$ cat src/arp_pkg.sv
// Shared codes and fixed widths of the arpeggiator note sequencer.
package arp_pkg;

    // Fixed field widths.
    localparam int CH_BITS        = 4;
    localparam int NUM_CH         = 16;
    localparam int RND_BITS       = 16;
    localparam int COUNT_OUT_BITS = 5;
    localparam int CFG_IDX_BITS   = 2;
    localparam int CFG_DATA_BITS  = 3;

    // Event codes.
    localparam logic [1:0] FUNC_ADD   = 2'd0;
    localparam logic [1:0] FUNC_DROP  = 2'd1;
    localparam logic [1:0] FUNC_CLOCK = 2'd2;
    localparam logic [1:0] FUNC_RESET = 2'd3;

    // Play modes.
    localparam logic [2:0] MODE_UP         = 3'd0;
    localparam logic [2:0] MODE_DOWN       = 3'd1;
    localparam logic [2:0] MODE_UPDOWN     = 3'd2;
    localparam logic [2:0] MODE_UPDOWN_REP = 3'd3;
    localparam logic [2:0] MODE_AS_PLAYED  = 3'd4;
    localparam logic [2:0] MODE_RANDOM     = 3'd5;

    // Configuration register indexes.
    localparam logic [CFG_IDX_BITS-1:0] CFG_PLAY_MODE = 2'd0;
    localparam logic [CFG_IDX_BITS-1:0] CFG_NOTES_IMM = 2'd1;

endpackage

$ cat src/arp_ram.sv
// Generic single-write, single-read RAM with registered read data.
module arp_ram #(
    parameter int WIDTH = 8,
    parameter int DEPTH = 16
) (
    input  logic                     i_clk,
    input  logic                     i_we,
    input  logic [$clog2(DEPTH)-1:0] i_waddr,
    input  logic [WIDTH-1:0]         i_wdata,
    input  logic [$clog2(DEPTH)-1:0] i_raddr,
    output logic [WIDTH-1:0]         o_rdata
);

    logic [WIDTH-1:0] r_mem [DEPTH];

    // Write port and registered read port.
    always_ff @(posedge i_clk) begin
        if (i_we) begin
            r_mem[i_waddr] <= i_wdata;
        end
        o_rdata <= r_mem[i_raddr];
    end

endmodule

$ cat src/arp_mod.sv
// Bit-serial restoring remainder unit, one dividend bit per cycle.
module arp_mod #(
    parameter int DW = 16,
    parameter int VW = 5
) (
    input  logic          i_clk,
    input  logic          i_rst_n,
    input  logic          i_start,
    input  logic [DW-1:0] i_dividend,
    input  logic [VW-1:0] i_divisor,
    output logic          o_done,
    output logic [VW-1:0] o_rem
);

    localparam int NW = $clog2(DW + 1);

    logic          r_busy;
    logic          r_done;
    logic [NW-1:0] r_cnt;
    logic [DW-1:0] r_dvd;
    logic [VW-1:0] r_dvs;
    logic [VW:0]   r_rem;
    logic [VW:0]   n_trial;
    logic [VW:0]   n_rem;

    // One shift and conditional subtract.
    always_comb begin
        n_trial = {r_rem[VW-1:0], r_dvd[DW-1]};
        if (n_trial >= {1'b0, r_dvs}) begin
            n_rem = n_trial - {1'b0, r_dvs};
        end else begin
            n_rem = n_trial;
        end
    end

    // Control and datapath registers.
    always_ff @(posedge i_clk) begin
        if (!i_rst_n) begin
            r_busy <= 1'b0;
            r_done <= 1'b0;
            r_cnt  <= '0;
        end else begin
            r_done <= 1'b0;
            if (i_start) begin
                r_busy <= 1'b1;
                r_cnt  <= NW'(DW);
                r_dvd  <= i_dividend;
                r_dvs  <= i_divisor;
                r_rem  <= '0;
            end else if (r_busy) begin
                r_rem <= n_rem;
                r_dvd <= {r_dvd[DW-2:0], 1'b0};
                r_cnt <= r_cnt - NW'(1);
                if (r_cnt == NW'(1)) begin
                    r_busy <= 1'b0;
                    r_done <= 1'b1;
                end
            end
        end
    end

    assign o_done = r_done;
    assign o_rem  = r_rem[VW-1:0];

endmodule

$ cat src/arpeggiator_note_sequencer.sv
// Top level of the arpeggiator note sequencer: event sequencer over two note RAMs.
//
//  Channel   Direction  Handshake              Payload
//  event     in         start / busy           i_func, i_channel, i_pitch, i_random_value
//  result    out        o_done strobe          o_pitch_out, o_note_fired, o_held_count
//  config    in         i_cfg_we               i_cfg_index, i_cfg_data
//
// One item is worked at a time; busy is high from the cycle after acceptance to the
// result strobe. A drop of a held note and an add each walk the live RAM one entry per
// cycle, as does a copy resync. A clock step in the up and as-played modes waits on the
// serial remainder unit once and in the random mode twice; other modes do without it.
// Reset is synchronous and needs no clearing pass; the result cannot be stalled.
module arpeggiator_note_sequencer
    import arp_pkg::*;
#(
    parameter int MAX_NOTES  = 16,
    parameter int PITCH_BITS = 16
) (
    input  logic                        i_clk,
    input  logic                        i_rst_n,
    input  logic                        start,
    output logic                        busy,
    input  logic [1:0]                  i_func,
    input  logic [CH_BITS-1:0]          i_channel,
    input  logic signed [PITCH_BITS-1:0] i_pitch,
    input  logic [RND_BITS-1:0]         i_random_value,
    output logic                        o_done,
    output logic signed [PITCH_BITS-1:0] o_pitch_out,
    output logic                        o_note_fired,
    output logic [COUNT_OUT_BITS-1:0]   o_held_count,
    input  logic                        i_cfg_we,
    input  logic [CFG_IDX_BITS-1:0]     i_cfg_index,
    input  logic [CFG_DATA_BITS-1:0]    i_cfg_data
);

    localparam int IW = $clog2(MAX_NOTES);
    localparam int CW = $clog2(MAX_NOTES + 1);
    localparam int PW = IW + 1;
    localparam int XW = PW + 1;
    localparam int PB = PITCH_BITS;
    localparam int EW = PB + CH_BITS;
    localparam int WW = 2 * EW;

    localparam logic signed [XW-1:0] X_ZERO = '0;
    localparam logic signed [XW-1:0] X_ONE  = XW'(1);
    localparam logic signed [XW-1:0] X_TWO  = XW'(2);

    localparam logic [3:0] ST_IDLE   = 4'd0;
    localparam logic [3:0] ST_DROP   = 4'd1;
    localparam logic [3:0] ST_ADDCHK = 4'd2;
    localparam logic [3:0] ST_ADD    = 4'd3;
    localparam logic [3:0] ST_SYNC   = 4'd4;
    localparam logic [3:0] ST_STEP   = 4'd5;
    localparam logic [3:0] ST_MODP   = 4'd6;
    localparam logic [3:0] ST_MODR   = 4'd7;
    localparam logic [3:0] ST_READ   = 4'd8;
    localparam logic [3:0] ST_RDW    = 4'd9;
    localparam logic [3:0] ST_DONE   = 4'd10;

    // Control state.
    logic [3:0]           r_state;
    logic [2:0]           r_mode;
    logic                 r_imm;
    logic [NUM_CH-1:0]    r_note_on;
    logic [CW-1:0]        r_live_cnt;
    logic signed [PW-1:0] r_live_pos;
    logic                 r_live_up;
    logic                 r_changed;
    logic [CW-1:0]        r_copy_cnt;
    logic signed [PW-1:0] r_copy_pos;
    logic                 r_copy_up;
    logic                 r_resync_due;
    logic signed [PB-1:0] r_held;
    logic                 r_fired;

    // Latched item and walk registers.
    logic [1:0]           r_func;
    logic [CH_BITS-1:0]   r_ch;
    logic signed [PB-1:0] r_pitch;
    logic [RND_BITS-1:0]  r_rnd;
    logic [CW-1:0]        r_rd;
    logic                 r_av;
    logic [IW-1:0]        r_ai;
    logic [WW-1:0]        r_prev;
    logic                 r_fa;
    logic                 r_fb;
    logic [IW-1:0]        r_addr;

    // RAM ports.
    logic          l_we, c_we;
    logic [IW-1:0] l_wa, l_ra, c_wa;
    logic [WW-1:0] l_wd, c_wd, l_rd, c_rd;

    // Working signals.
    logic                 accept, ch_ok, in_walk, walk_go, walk_end, ins_now;
    logic [EW-1:0]        as_j, by_j, prev_as, prev_by, new_ent;
    logic [CW-1:0]        cur_cnt;
    logic signed [PW-1:0] cur_pos;
    logic                 cur_up, mode2, mode_mod;
    logic signed [XW-1:0] posx, nx, pinc, pdec, npos;
    logic                 nup, nend;
    logic                 mod_start, mod_done;
    logic [RND_BITS-1:0]  mod_dvd;
    logic [CW-1:0]        mod_rem;
    logic [WW-1:0]        rd_word;

    // Live set RAM: each word holds one as-played entry and one by-pitch entry.
    arp_ram #(.WIDTH(WW), .DEPTH(MAX_NOTES)) u_live_ram (
        .i_clk   (i_clk),
        .i_we    (l_we),
        .i_waddr (l_wa),
        .i_wdata (l_wd),
        .i_raddr (l_ra),
        .o_rdata (l_rd)
    );

    // Playback copy RAM, same layout.
    arp_ram #(.WIDTH(WW), .DEPTH(MAX_NOTES)) u_copy_ram (
        .i_clk   (i_clk),
        .i_we    (c_we),
        .i_waddr (c_wa),
        .i_wdata (c_wd),
        .i_raddr (r_addr),
        .o_rdata (c_rd)
    );

    // Remainder unit for position wrap and random pick.
    arp_mod #(.DW(RND_BITS), .VW(CW)) u_mod (
        .i_clk      (i_clk),
        .i_rst_n    (i_rst_n),
        .i_start    (mod_start),
        .i_dividend (mod_dvd),
        .i_divisor  (cur_cnt),
        .o_done     (mod_done),
        .o_rem      (mod_rem)
    );

    assign accept  = start && !busy;
    assign busy    = (r_state != ST_IDLE);
    assign ch_ok   = (int'(i_channel) < MAX_NOTES);

    // Walk over the live RAM, one read per cycle, data arriving in the cycle after.
    assign in_walk  = (r_state == ST_DROP) || (r_state == ST_ADD) || (r_state == ST_SYNC);
    assign walk_go  = (r_rd < r_live_cnt);
    assign walk_end = !walk_go && !r_av;
    assign l_ra     = in_walk ? r_rd[IW-1:0] : r_addr;

    assign as_j    = l_rd[WW-1:EW];
    assign by_j    = l_rd[EW-1:0];
    assign prev_as = r_prev[WW-1:EW];
    assign prev_by = r_prev[EW-1:0];
    assign new_ent = {r_ch, r_pitch};
    assign ins_now = r_fa || (r_pitch < $signed(by_j[PB-1:0]));

    // Write-back: shift down on drop, insert on add, copy on resync.
    always_comb begin
        l_we = 1'b0;
        l_wa = r_ai;
        l_wd = l_rd;
        c_we = 1'b0;
        c_wa = r_ai;
        c_wd = l_rd;
        case (r_state)
            ST_DROP: begin
                if (r_av && (r_ai != '0)) begin
                    l_we = 1'b1;
                    l_wa = r_ai - IW'(1);
                    l_wd = {(r_fa ? as_j : prev_as), (r_fb ? by_j : prev_by)};
                end
            end
            ST_ADD: begin
                if (r_av) begin
                    l_we = 1'b1;
                    l_wd = {as_j, (r_fa ? prev_by : (ins_now ? new_ent : by_j))};
                end else if (walk_end) begin
                    l_we = 1'b1;
                    l_wa = r_live_cnt[IW-1:0];
                    l_wd = {new_ent, (r_fa ? prev_by : new_ent)};
                end
            end
            ST_SYNC: begin
                c_we = r_av;
            end
            default: begin
                l_we = 1'b0;
            end
        endcase
    end

    // Next position for the direct modes.
    assign cur_cnt  = r_imm ? r_live_cnt : r_copy_cnt;
    assign cur_pos  = r_imm ? r_live_pos : r_copy_pos;
    assign cur_up   = r_imm ? r_live_up : r_copy_up;
    assign mode2    = (r_mode == MODE_UPDOWN);
    assign mode_mod = (r_mode inside {MODE_UP, MODE_AS_PLAYED, MODE_RANDOM});
    assign posx     = XW'(cur_pos);
    assign nx       = XW'(cur_cnt);
    assign pinc     = posx + X_ONE;
    assign pdec     = posx - X_ONE;

    always_comb begin
        npos = pinc;
        nup  = cur_up;
        nend = 1'b0;
        case (r_mode)
            MODE_DOWN: begin
                npos = pdec;
                if ((pdec < X_ZERO) || (pdec >= nx)) begin
                    npos = nx - X_ONE;
                end
                nend = (npos == X_ZERO);
            end
            MODE_UPDOWN, MODE_UPDOWN_REP: begin
                if (cur_up) begin
                    npos = pinc;
                    if (pinc >= nx) begin
                        if (mode2) begin
                            npos = (nx >= X_TWO) ? (nx - X_TWO) : X_ZERO;
                        end else begin
                            npos = nx - X_ONE;
                        end
                        nup = 1'b0;
                    end
                end else begin
                    npos = pdec;
                    if (pdec < X_ZERO) begin
                        npos = (mode2 && (nx != X_ONE)) ? X_ONE : X_ZERO;
                        nup  = 1'b1;
                    end
                    if (npos >= nx) begin
                        npos = nx - X_ONE;
                    end
                    nend = (npos == X_ZERO) || (mode2 && (npos == X_ONE));
                end
            end
            default: begin
                npos = pinc;
            end
        endcase
    end

    // Remainder requests: position wrap first, then the random pick.
    assign mod_start = ((r_state == ST_STEP) && (cur_cnt != '0) && mode_mod)
                     || ((r_state == ST_MODP) && mod_done && (r_mode == MODE_RANDOM));
    assign mod_dvd   = (r_state == ST_STEP) ? RND_BITS'($unsigned(pinc)) : r_rnd;

    assign rd_word = r_imm ? l_rd : c_rd;

    // Event sequencer.
    always_ff @(posedge i_clk) begin
        if (!i_rst_n) begin
            r_state      <= ST_IDLE;
            r_mode       <= MODE_UP;
            r_imm        <= 1'b0;
            r_note_on    <= '0;
            r_live_cnt   <= '0;
            r_live_pos   <= '1;
            r_live_up    <= 1'b1;
            r_changed    <= 1'b0;
            r_copy_cnt   <= '0;
            r_copy_pos   <= '1;
            r_copy_up    <= 1'b1;
            r_resync_due <= 1'b0;
            r_held       <= '0;
            r_fired      <= 1'b0;
            r_rd         <= '0;
            r_av         <= 1'b0;
            r_fa         <= 1'b0;
            r_fb         <= 1'b0;
        end else begin
            // Configuration writes.
            if (i_cfg_we) begin
                if (i_cfg_index == CFG_PLAY_MODE) begin
                    r_mode <= i_cfg_data;
                end else if (i_cfg_index == CFG_NOTES_IMM) begin
                    r_imm <= i_cfg_data[0];
                end
            end

            // Walk bookkeeping shared by drop, add and resync.
            if (in_walk) begin
                r_av <= walk_go;
                r_ai <= r_rd[IW-1:0];
                if (walk_go) begin
                    r_rd <= r_rd + CW'(1);
                end
                if (r_av) begin
                    r_prev <= l_rd;
                end
            end

            case (r_state)
                ST_IDLE: begin
                    if (accept) begin
                        r_func  <= i_func;
                        r_ch    <= i_channel;
                        r_pitch <= i_pitch;
                        r_rnd   <= i_random_value;
                        r_fired <= 1'b0;
                        r_rd    <= '0;
                        r_av    <= 1'b0;
                        r_fa    <= 1'b0;
                        r_fb    <= 1'b0;
                        case (i_func)
                            FUNC_ADD, FUNC_DROP: begin
                                if (!ch_ok) begin
                                    r_state <= ST_DONE;
                                end else if (r_note_on[i_channel]) begin
                                    r_note_on[i_channel] <= 1'b0;
                                    r_changed            <= 1'b1;
                                    r_state              <= ST_DROP;
                                end else if (i_func == FUNC_ADD) begin
                                    r_state <= ST_ADDCHK;
                                end else begin
                                    r_state <= ST_DONE;
                                end
                            end
                            FUNC_CLOCK: begin
                                if (!r_imm && r_resync_due) begin
                                    r_resync_due <= 1'b0;
                                    r_state      <= r_changed ? ST_SYNC : ST_STEP;
                                end else begin
                                    r_state <= ST_STEP;
                                end
                            end
                            default: begin
                                r_live_cnt <= '0;
                                r_live_pos <= '1;
                                r_live_up  <= 1'b1;
                                r_copy_cnt <= '0;
                                r_copy_pos <= '1;
                                r_copy_up  <= 1'b1;
                                r_note_on  <= '0;
                                r_state    <= ST_DONE;
                            end
                        endcase
                    end
                end
                ST_DROP: begin
                    if (r_av) begin
                        if (!r_fa && (as_j[EW-1:PB] == r_ch)) begin
                            r_fa <= 1'b1;
                        end
                        if (!r_fb && (by_j[EW-1:PB] == r_ch)) begin
                            r_fb <= 1'b1;
                        end
                    end
                    if (walk_end) begin
                        if (r_fa && r_fb) begin
                            r_live_cnt <= r_live_cnt - CW'(1);
                        end
                        r_state <= (r_func == FUNC_ADD) ? ST_ADDCHK : ST_DONE;
                    end
                end
                ST_ADDCHK: begin
                    if (int'(r_live_cnt) >= MAX_NOTES) begin
                        r_state <= ST_DONE;
                    end else begin
                        r_note_on[r_ch] <= 1'b1;
                        r_changed       <= 1'b1;
                        r_rd            <= '0;
                        r_av            <= 1'b0;
                        r_fa            <= 1'b0;
                        r_state         <= ST_ADD;
                    end
                end
                ST_ADD: begin
                    if (r_av) begin
                        r_fa <= ins_now;
                    end
                    // The walk bookkeeping already leaves the valid flag low here.
                    if (walk_end) begin
                        r_live_cnt <= r_live_cnt + CW'(1);
                        r_rd       <= '0;
                        if ((r_live_cnt == '0) && !r_imm) begin
                            r_state <= ST_SYNC;
                        end else begin
                            r_state <= ST_DONE;
                        end
                    end
                end
                ST_SYNC: begin
                    if (walk_end) begin
                        r_copy_cnt <= r_live_cnt;
                        r_copy_pos <= '1;
                        r_changed  <= 1'b0;
                        r_state    <= (r_func == FUNC_CLOCK) ? ST_STEP : ST_DONE;
                    end
                end
                ST_STEP: begin
                    if ((cur_cnt == '0) || (r_mode > MODE_RANDOM)) begin
                        r_state <= ST_DONE;
                    end else if (mode_mod) begin
                        r_state <= ST_MODP;
                    end else begin
                        if (r_imm) begin
                            r_live_pos <= npos[PW-1:0];
                            r_live_up  <= nup;
                        end else begin
                            r_copy_pos   <= npos[PW-1:0];
                            r_copy_up    <= nup;
                            r_resync_due <= nend;
                        end
                        r_addr  <= npos[IW-1:0];
                        r_state <= ST_READ;
                    end
                end
                ST_MODP: begin
                    if (mod_done) begin
                        if (r_imm) begin
                            r_live_pos <= PW'(mod_rem);
                        end else begin
                            r_copy_pos   <= PW'(mod_rem);
                            r_resync_due <= (mod_rem == (cur_cnt - CW'(1)));
                        end
                        r_addr  <= mod_rem[IW-1:0];
                        r_state <= (r_mode == MODE_RANDOM) ? ST_MODR : ST_READ;
                    end
                end
                ST_MODR: begin
                    if (mod_done) begin
                        r_addr  <= mod_rem[IW-1:0];
                        r_state <= ST_READ;
                    end
                end
                ST_READ: begin
                    r_state <= ST_RDW;
                end
                ST_RDW: begin
                    // As-played order for the as-played and random modes, by-pitch otherwise.
                    if (mode_mod && (r_mode != MODE_UP)) begin
                        r_held <= $signed(rd_word[WW-CH_BITS-1:EW]);
                    end else begin
                        r_held <= $signed(rd_word[PB-1:0]);
                    end
                    r_fired <= 1'b1;
                    r_state <= ST_DONE;
                end
                ST_DONE: begin
                    r_state <= ST_IDLE;
                end
                default: begin
                    r_state <= ST_IDLE;
                end
            endcase
        end
    end

    // Result ports.
    assign o_done       = (r_state == ST_DONE);
    assign o_pitch_out  = r_held;
    assign o_note_fired = r_fired;
    assign o_held_count = COUNT_OUT_BITS'(r_live_cnt);

    // An accepted item makes the block busy in the next cycle.
    a_accept_busy: assert property (@(posedge i_clk) disable iff (!i_rst_n)
        accept |=> busy)
        else $error("accepted item did not make the block busy");

    // A result strobe only follows an accepted item or a cycle of work.
    a_done_after_busy: assert property (@(posedge i_clk) disable iff (!i_rst_n)
        o_done |-> $past(accept || busy))
        else $error("result strobe without an item in work");

    // When idle, the note-on flags agree with the live note count.
    a_flags_match_count: assert property (@(posedge i_clk) disable iff (!i_rst_n)
        (r_state == ST_IDLE) |-> ($countones(r_note_on) == int'(r_live_cnt)))
        else $error("note-on flags disagree with live note count");

    // The live set never grows beyond its capacity.
    a_count_bound: assert property (@(posedge i_clk) disable iff (!i_rst_n)
        int'(r_live_cnt) <= MAX_NOTES)
        else $error("live note count beyond capacity");

endmodule
$ cat config.mk
export PLATFORM = sky130hd
export DESIGN_NAME = arpeggiator_note_sequencer
export DESIGN_NICKNAME = d
export VERILOG_FILES = /design/src/arp_pkg.sv /design/src/arp_ram.sv /design/src/arp_mod.sv /design/src/arpeggiator_note_sequencer.sv
export SDC_FILE = /design/constraint.sdc
export NUM_CORES = 2
export LEC_CHECK = 0
export BUFFER_PORTS_ARGS = -buffer_cell sky130_fd_sc_hd__clkbuf_2
export CORE_AREA = 2 2 234 467
export CTS_CLUSTER_SIZE = 16
export DETAILED_ROUTE_END_ITERATION = 8
export DIE_AREA = 0 0 236 469
export GPL_TIMING_DRIVEN = 1
export MAX_ROUTING_LAYER = met4
export PLACE_DENSITY = 0.8
export SLEW_MARGIN = 0
export SYNTH_ARGS = -nofsm -noshare
export SYNTH_HDL_FRONTEND = slang
export SYNTH_SLANG_ARGS = --single-unit
$ cat constraint.sdc
create_clock -name i_clk -period 10.7 [get_ports i_clk]
set_input_delay 2.14 -clock i_clk [delete_from_list [all_inputs] [get_ports i_clk]]
set_output_delay 2.14 -clock i_clk [all_outputs]
set_load 0.1 [all_outputs]
; After elaboration in Yosys (flattened, before gate mapping)
; Memory sizes are Yosys's and may differ from the RTL's. A register that Yosys moved wholly into a read port is not among the register bits.
; Cells that the tools add are included.
[word_totals]
ff_bits = 192
inputBits = 47
wordCells = 360
mem_bits_rw = 1280
memories = 2
[op_classes]
n_addsub = 11
reduce_logical = 83
n_lt_le_gt_ge = 14
eq_ne = 51
bitwise_logic = 6
mux = 161
[mem_list]
columns = name, words, word_bits, rd, rd_clocked_by_memory_dff, wr, line
row1 = u_copy_ram.r_mem, 16, 40, 1, 1, 1, arp_ram.sv:14  ; logic [WIDTH-1:0] r_mem [DEPTH];
row2 = u_live_ram.r_mem, 16, 40, 1, 1, 1, arp_ram.sv:14
[ops]
columns = cell, n
row1 = $mux W5, 34
row2 = $mux W40, 3
row3 = $mux W16, 7
row4 = $mux W20, 5
row5 = $mux W4, 22
row6 = $pmux W40 S2, 1
row7 = $pmux W16 S2, 2
row8 = $mux W1, 55
row9 = $mux W6, 8
row10 = $pmux W5 S3, 3
row11 = $pmux W4 S10, 1
row12 = $mux W36, 1
row13 = $reduce_and A6 Y1, 6
row14 = $ne A2 B2 Y1 const B, 17
row15 = $pmux W4 S2, 3
row16 = $pmux W5 S2, 2
row17 = $pmux W5 S4, 1
row18 = $ge A6 B6 Y1, 3
row19 = $reduce_and A9 Y1, 2
row20 = $logic_and A1 B1 Y1, 17
row21 = $and A16 B16 Y16, 1
row22 = $eq A4 B3 Y1 const B, 4
row23 = $lt A16 B16 Y1, 1
row24 = $ne A2 B1 Y1 const B, 8
row25 = 56 further kinds, 119

; Depth between registers and ports, before layout
[depth]
ltp_word = 20
mapped_depth = 19

; Cells and area by module
; A second synthesis with hierarchy kept.
[unflattened]
cells_unflattened = 3424
area_unflattened_um2 = 62829.0
[modules_own_cells]
columns = module, seq_area_each_um2, area_each_um2, instances, cells_each
row1 = arp_ram (u_live_ram), 20019.2, 25131.6, 1, 1040
row2 = arp_ram (u_copy_ram), 20019.2, 25130.4, 1, 1040
row3 = arpeggiator_note_sequencer, 4043.9, 11028.1, 1, 1231
row4 = arp_mod, 920.9, 1539.0, 1, 113

; Worst setup path before layout
; No wires, ideal clock.
[synth_timing]
path_kind = register -> register
start = reg r_live_cnt[1] (netlist: o_held_count[1])
end = mem u_live_ram.r_mem[11][0] (netlist bit) (enable)
t_arrival_ps = 4601
path_buffers = 0
required_time_ps = 10262
slack_ps = 5662
synth_period_minus_slack_ps = 5038
stages_incl_launch_ff = 10
setup_ps = 438
cell_sequence = dfxtp_1 > inv_1 > ha_1 > a21o_1 > a21oi_1 > o21a_1 > or4_1 > o211a_1 > or3_4 > nor2_1
[synth_between]
elab_chain_cells = 8
elab_cells_between_ends = 11
cone_classes = 1 x order compare / 8 x mux / 2 x reduce/logical
[synth_rtl]
columns = element, line
row1 = start: declaration, arpeggiator_note_sequencer.sv:65  ; logic [CW-1:0] r_live_cnt;
row2 = start signal: assignment, arpeggiator_note_sequencer.sv:350  ; r_live_cnt <= r_live_cnt - CW'(1);
row3 = start signal: assignment, arpeggiator_note_sequencer.sv:373  ; r_live_cnt <= r_live_cnt + CW'(1);
row4 = $lt A5 B5 Y1, arpeggiator_note_sequencer.sv:144  ; assign walk_go = (r_rd < r_live_cnt);
row5 = $logic_not A1 Y1, arpeggiator_note_sequencer.sv:145  ; assign walk_end = !walk_go && !r_av;
row6 = $logic_and A1 B1 Y1, arpeggiator_note_sequencer.sv:145
row7 = $mux W1, arpeggiator_note_sequencer.sv:175  ; end else if (walk_end) begin
row8 = $mux W1, arpeggiator_note_sequencer.sv:172  ; if (r_av) begin
row9 = $pmux W1 S2, arpeggiator_note_sequencer.sv:163  ; case (r_state)
row10 = $mux W1, arp_ram.sv:18  ; if (i_we) begin
row11 = $mux W1 (implied by the code), arp_ram.sv:19  ; r_mem[i_waddr] <= i_wdata;
row12 = end: declaration, arp_ram.sv:14
; Parallel ways exist; a longest one is shown, timed or not.

; Worst setup path after layout
[layout_timing]
start = reg r_imm
end = reg u_mod.r_rem[2] (enable)
[layout_between]
elab_chain_cells = 7
[layout_rtl]
columns = element, line
row1 = start: declaration, arpeggiator_note_sequencer.sv:63  ; logic r_imm;
row2 = start signal: assignment, arpeggiator_note_sequencer.sv:276  ; r_imm <= i_cfg_data[0];
row3 = $mux W5, arpeggiator_note_sequencer.sv:191  ; assign cur_cnt = r_imm ? r_live_cnt : r_copy_cnt;
row4 = $reduce_bool A5 Y1, arpeggiator_note_sequencer.sv:243  ; assign mod_start = ((r_state == ST_STEP) && (cur_cnt != '0) && mode_mod)
row5 = $logic_and A1 B1 Y1 (2 in a row), arpeggiator_note_sequencer.sv:243
row6 = $logic_or A1 B1 Y1, arpeggiator_note_sequencer.sv:244  ; || ((r_state == ST_MODP) && mod_done && (r_mode == MODE_RANDOM));
row7 = $reduce_bool A2 Y1 (no line), --
row8 = $reduce_and A2 Y1 (no line), --
row9 = end signal: assignment, arp_mod.sv:51  ; r_rem <= n_rem;
row10 = end: declaration, arp_mod.sv:22  ; logic [VW:0] r_rem;
; Every way passes these cells.
; A chain may end at the register's enable or synchronous reset.

==> metrics.csv <==
stage;metric;value;unit
outcome;status;completed;
flow_run;cap_violations;0;
global_route;grt_max_degree;130;
clock_network;htree_levels;3;
route;drtIter0Drc;3740;
sta;fin_setup_tns;0;ns
cells_and_area;final_cell_mix;1264 x edfxtp_1, 341 x mux4_2, 212 x nand2_1;
setup_path;reg2reg_to;u_mod.r_rem[2];
floorplan;die_area;110700;sq um
setup_path;reg2reg_from;r_imm;
power;peakVddDrop;0.1402;mV
global_route;grt_pass1_vias;32670;
clock_network;cts_setup_buffers;0;
setup_path;reg2reg_slack;5.45;ns
floorplan;core-area;107000;sq um
global_route;grt_overflow;0;
synth;synthFlopType;edfxtp_1;
route;wl_met2;76.74;mm
place;gp_congestion;0.9130;
route;dr.pass1.iters;7;
route;wirelength;143.1;mm
sta;slew_viol_final;0;
route;drc;0;
setup_path;cp-end-kind;flip-flop;
floorplan;dieHeight;469;microns
floorplan;io_pins;71;
clock_network;cts.path.max_buffers;3;
sta;period_share;0.4903;
sta;slew_headroom;0.1327;
cells_and_area;mostFrequentLayoutCell;edfxtp_1;
synth;synthArstFlopShare;0;
cells_and_area;drive_gt1_frac;0.2154;
global_route;antenna_found_initial;4;
synth;synth_enable_flop_cells;1264;
route;top_layer;met4;
cells_and_area;final_area;63320;sq um
synth;seq_area_frac_synth;0.7122;
place;hpwl;80.47;mm
clock_network;cts.sinks;1416;
setup_path;cp.required;10.99;ns
route;ant_nets;0;
sta;tightest_slew;1.287;ns
setup_path;worstPathCellList;buf_4 -> mux2i_1 -> ha_1 -> nor4b_1 -> o21ai_1 -> nor3b_1 -> buf_4 -> nand2_1 -> nand2_1 -> o21a_1;
setup_path;critPathMaxStageDelay;0.85;ns
route;vias;31650;
sta;max_freq;190.6;MHz
setup_path;start_kind;flip-flop;
setup_path;cp.arrival;5.54;ns
floorplan;rows;170;
synth;syn_nets;3339;
global_route;grt_pass1_wl;209.8;mm
hold_path;worstHoldStart;o_pitch_out[6];
clock_network;cts.hold.buffers_added;0;
synth;ys_warn_count;0;
sta;setup-violations-final;0;
cells_and_area;nets;3420;
clock_network;numCtsBuffers;108;
floorplan;start_util;0.5380;
route;wl_met1;47.62;mm
power;power_density;233.7;nW/um^2
setup_path;worstRegToRegCells;10;
place;place_ws;5.548;ns
sta;layout_setup_ws;5.454;ns
place;placed_area;59770;sq um
clock_network;cts_tree;yes;
floorplan;die_w;236;microns
clock_network;clk_pin_slew;0.07;ns
synth;synth_cells;3235;
hold_path;min_path_cells;2;
route;wire_per_inst;29.89;microns
hold_path;holdCritPathClass;flip-flop to flip-flop;
setup_path;slowest_stage;mux2i_1;
setup_path;critical-path-top-delay-family;simple AND/OR/NAND/NOR gates;
global_route;grt_use_total;0.2676;
clock_network;insertion_delay;0.76;ns
clock_network;cts_root_buf;clkbuf_16;
setup_path;crit_buf_inv;2;
sta;hold_viol_final;0;
sta;rsz0062_at_grt;no;
route;via_per_inst;6.613;
sta;fin_crit;5.246;ns
synth;yosys.cell_types.count;83;
route;dr_wl_met3;10.30;mm
hold_path;min_to;o_pitch_out[6];
synth;ys_seq_elements;1416;
cells_and_area;area_growth;9.994;%
synth;postSynthAreaPerCell;17.79;sq um
synth;syn_area;57570;sq um
place;portBuffers;70;
clock_network;post_cts_resize_count;0;
sta;clock_skew;0.07326;ns
cells_and_area;nFillCells;7313;
power;leakage;20.38;nW
setup_path;critPathKind;flip-flop to flip-flop;
setup_path;path_max_fanout;38;
==> sequential cells by signal, indices dropped and copies added, names as in the netlist, 5 cells and up <==
signal              count
o_held_count            5
o_pitch_out            16
r_copy_cnt              5
r_copy_pos              5
r_live_pos              5
r_note_on              16
r_pitch                16
r_prev                 40
r_rd                    5
r_rnd                  16
u_copy_ram.o_rdata     32
u_copy_ram.r_mem      512
u_live_ram.o_rdata     40
u_live_ram.r_mem      640
u_mod.r_cnt             5
u_mod.r_dvd            16
u_mod.r_dvs             5
u_mod.r_rem             5
==> worst max path at each step <==
stage | slack (ns) | endpoint | start | depth (start not counted)
finish | 5.45 | u_mod.r_rem[2] | r_imm | 10
global route | 5.02 | u_mod.r_dvd[5] | r_imm | 10
CTS | 5.41 | u_mod.r_rem[4] | r_imm | 10
detailed placement | 5.55 | u_mod.r_dvd[7] | r_imm | 10
global placement | 5.69 | u_mod.r_dvd[8] | r_imm | 10
floorplan | 5.66 | u_live_ram.r_mem[11][0] | o_held_count[1] | 9
==> kinds of logic (layout without fill, tap and decap cells) <==
logic type / count (synthesis) / count (layout) / share of synthesized area
adder cells (fa/ha/maj): 57 / 57 / 0.01265
other: 0 / 3 / 0
AO/OA/AOI/OAI: 471 / 471 / 0.05658
buffers and inverters: 242 / 414 / 0.01813
multiplexers: 397 / 397 / 0.1435
XOR/XNOR: 35 / 35 / 0.005325
flip-flops: 1416 / 1416 / 0.7122
AND/OR/NAND/NOR: 617 / 617 / 0.05162
==> cell type report <==
cell class	instances	area [sq um]	share of cell area
flip-flops and latches	1416	41000	0.6476
clock buffers	164	3065	0.04841
multi-input cells	1577	15810	0.2496
inverters	55	206.4	0.003260
repair buffers	158	1036	0.01636
clock inverters	37	473.0	0.007469
diodes	3	7.507	0.0001186
well taps	1376	1722	0.02719
==> power breakdown <==
part	switching (W)	internal, W	total [W]
clock network	0.00192	0.00221	0.00412
logic	0.00201	0.00113	0.00314
registers	0.000533	0.00700	0.00753
==> metal layers <==
layer	global-route usage	vias to the layer above
met2	0.4727	1856
li1	-	13170
met3	0.03275	489
met1	0.2917	16140
met5	-	-
met4	0.1546	0
==> per-stage QoR <==
| stage | hold slack [ns] | instances | power, W | utilization |
|---|---|---|---|---|
| after floorplan | 0.4516 | 3235 | 0.009613 | - |
| after global placement | 0.4574 | 4582 | 0.01063 | 0.5587 |
| after detailed placement | 0.4631 | 4582 | 0.01074 | 0.5587 |
| after CTS | 0.4731 | 4783 | 0.01480 | 0.5917 |
| after global routing | 0.4902 | 4786 | 0.01529 | 0.5918 |
| final | 0.4667 | 4786 | 0.01480 | 0.5918 |
==> cells in the mapped netlist, types with 50 or more instances <==
cell type	n	area, sq um
inv_1	54	202.7
mux4_2	341	7680
edfxtp_1	1264	37960
nand2_1	212	795.8
a211oi_1	57	427.9
a21oi_1	69	345.3
a31oi_1	54	337.8
nand3_1	51	255.2
dfxtp_1	152	3043
mux2i_1	50	500.5
ha_1	55	688.2
nor2_1	148	555.5
clkbuf_1	117	439.2
o21ai_0	88	440.4
==> tightest hold or removal path: cells and delay by family, from the launching register on <==
kind | cells | cell delay (ns)
flops | 1 | 0.31
compound gates | 1 | 0.06
simple gates | 1 | 0.05
(Power assumes the default switching activity.)
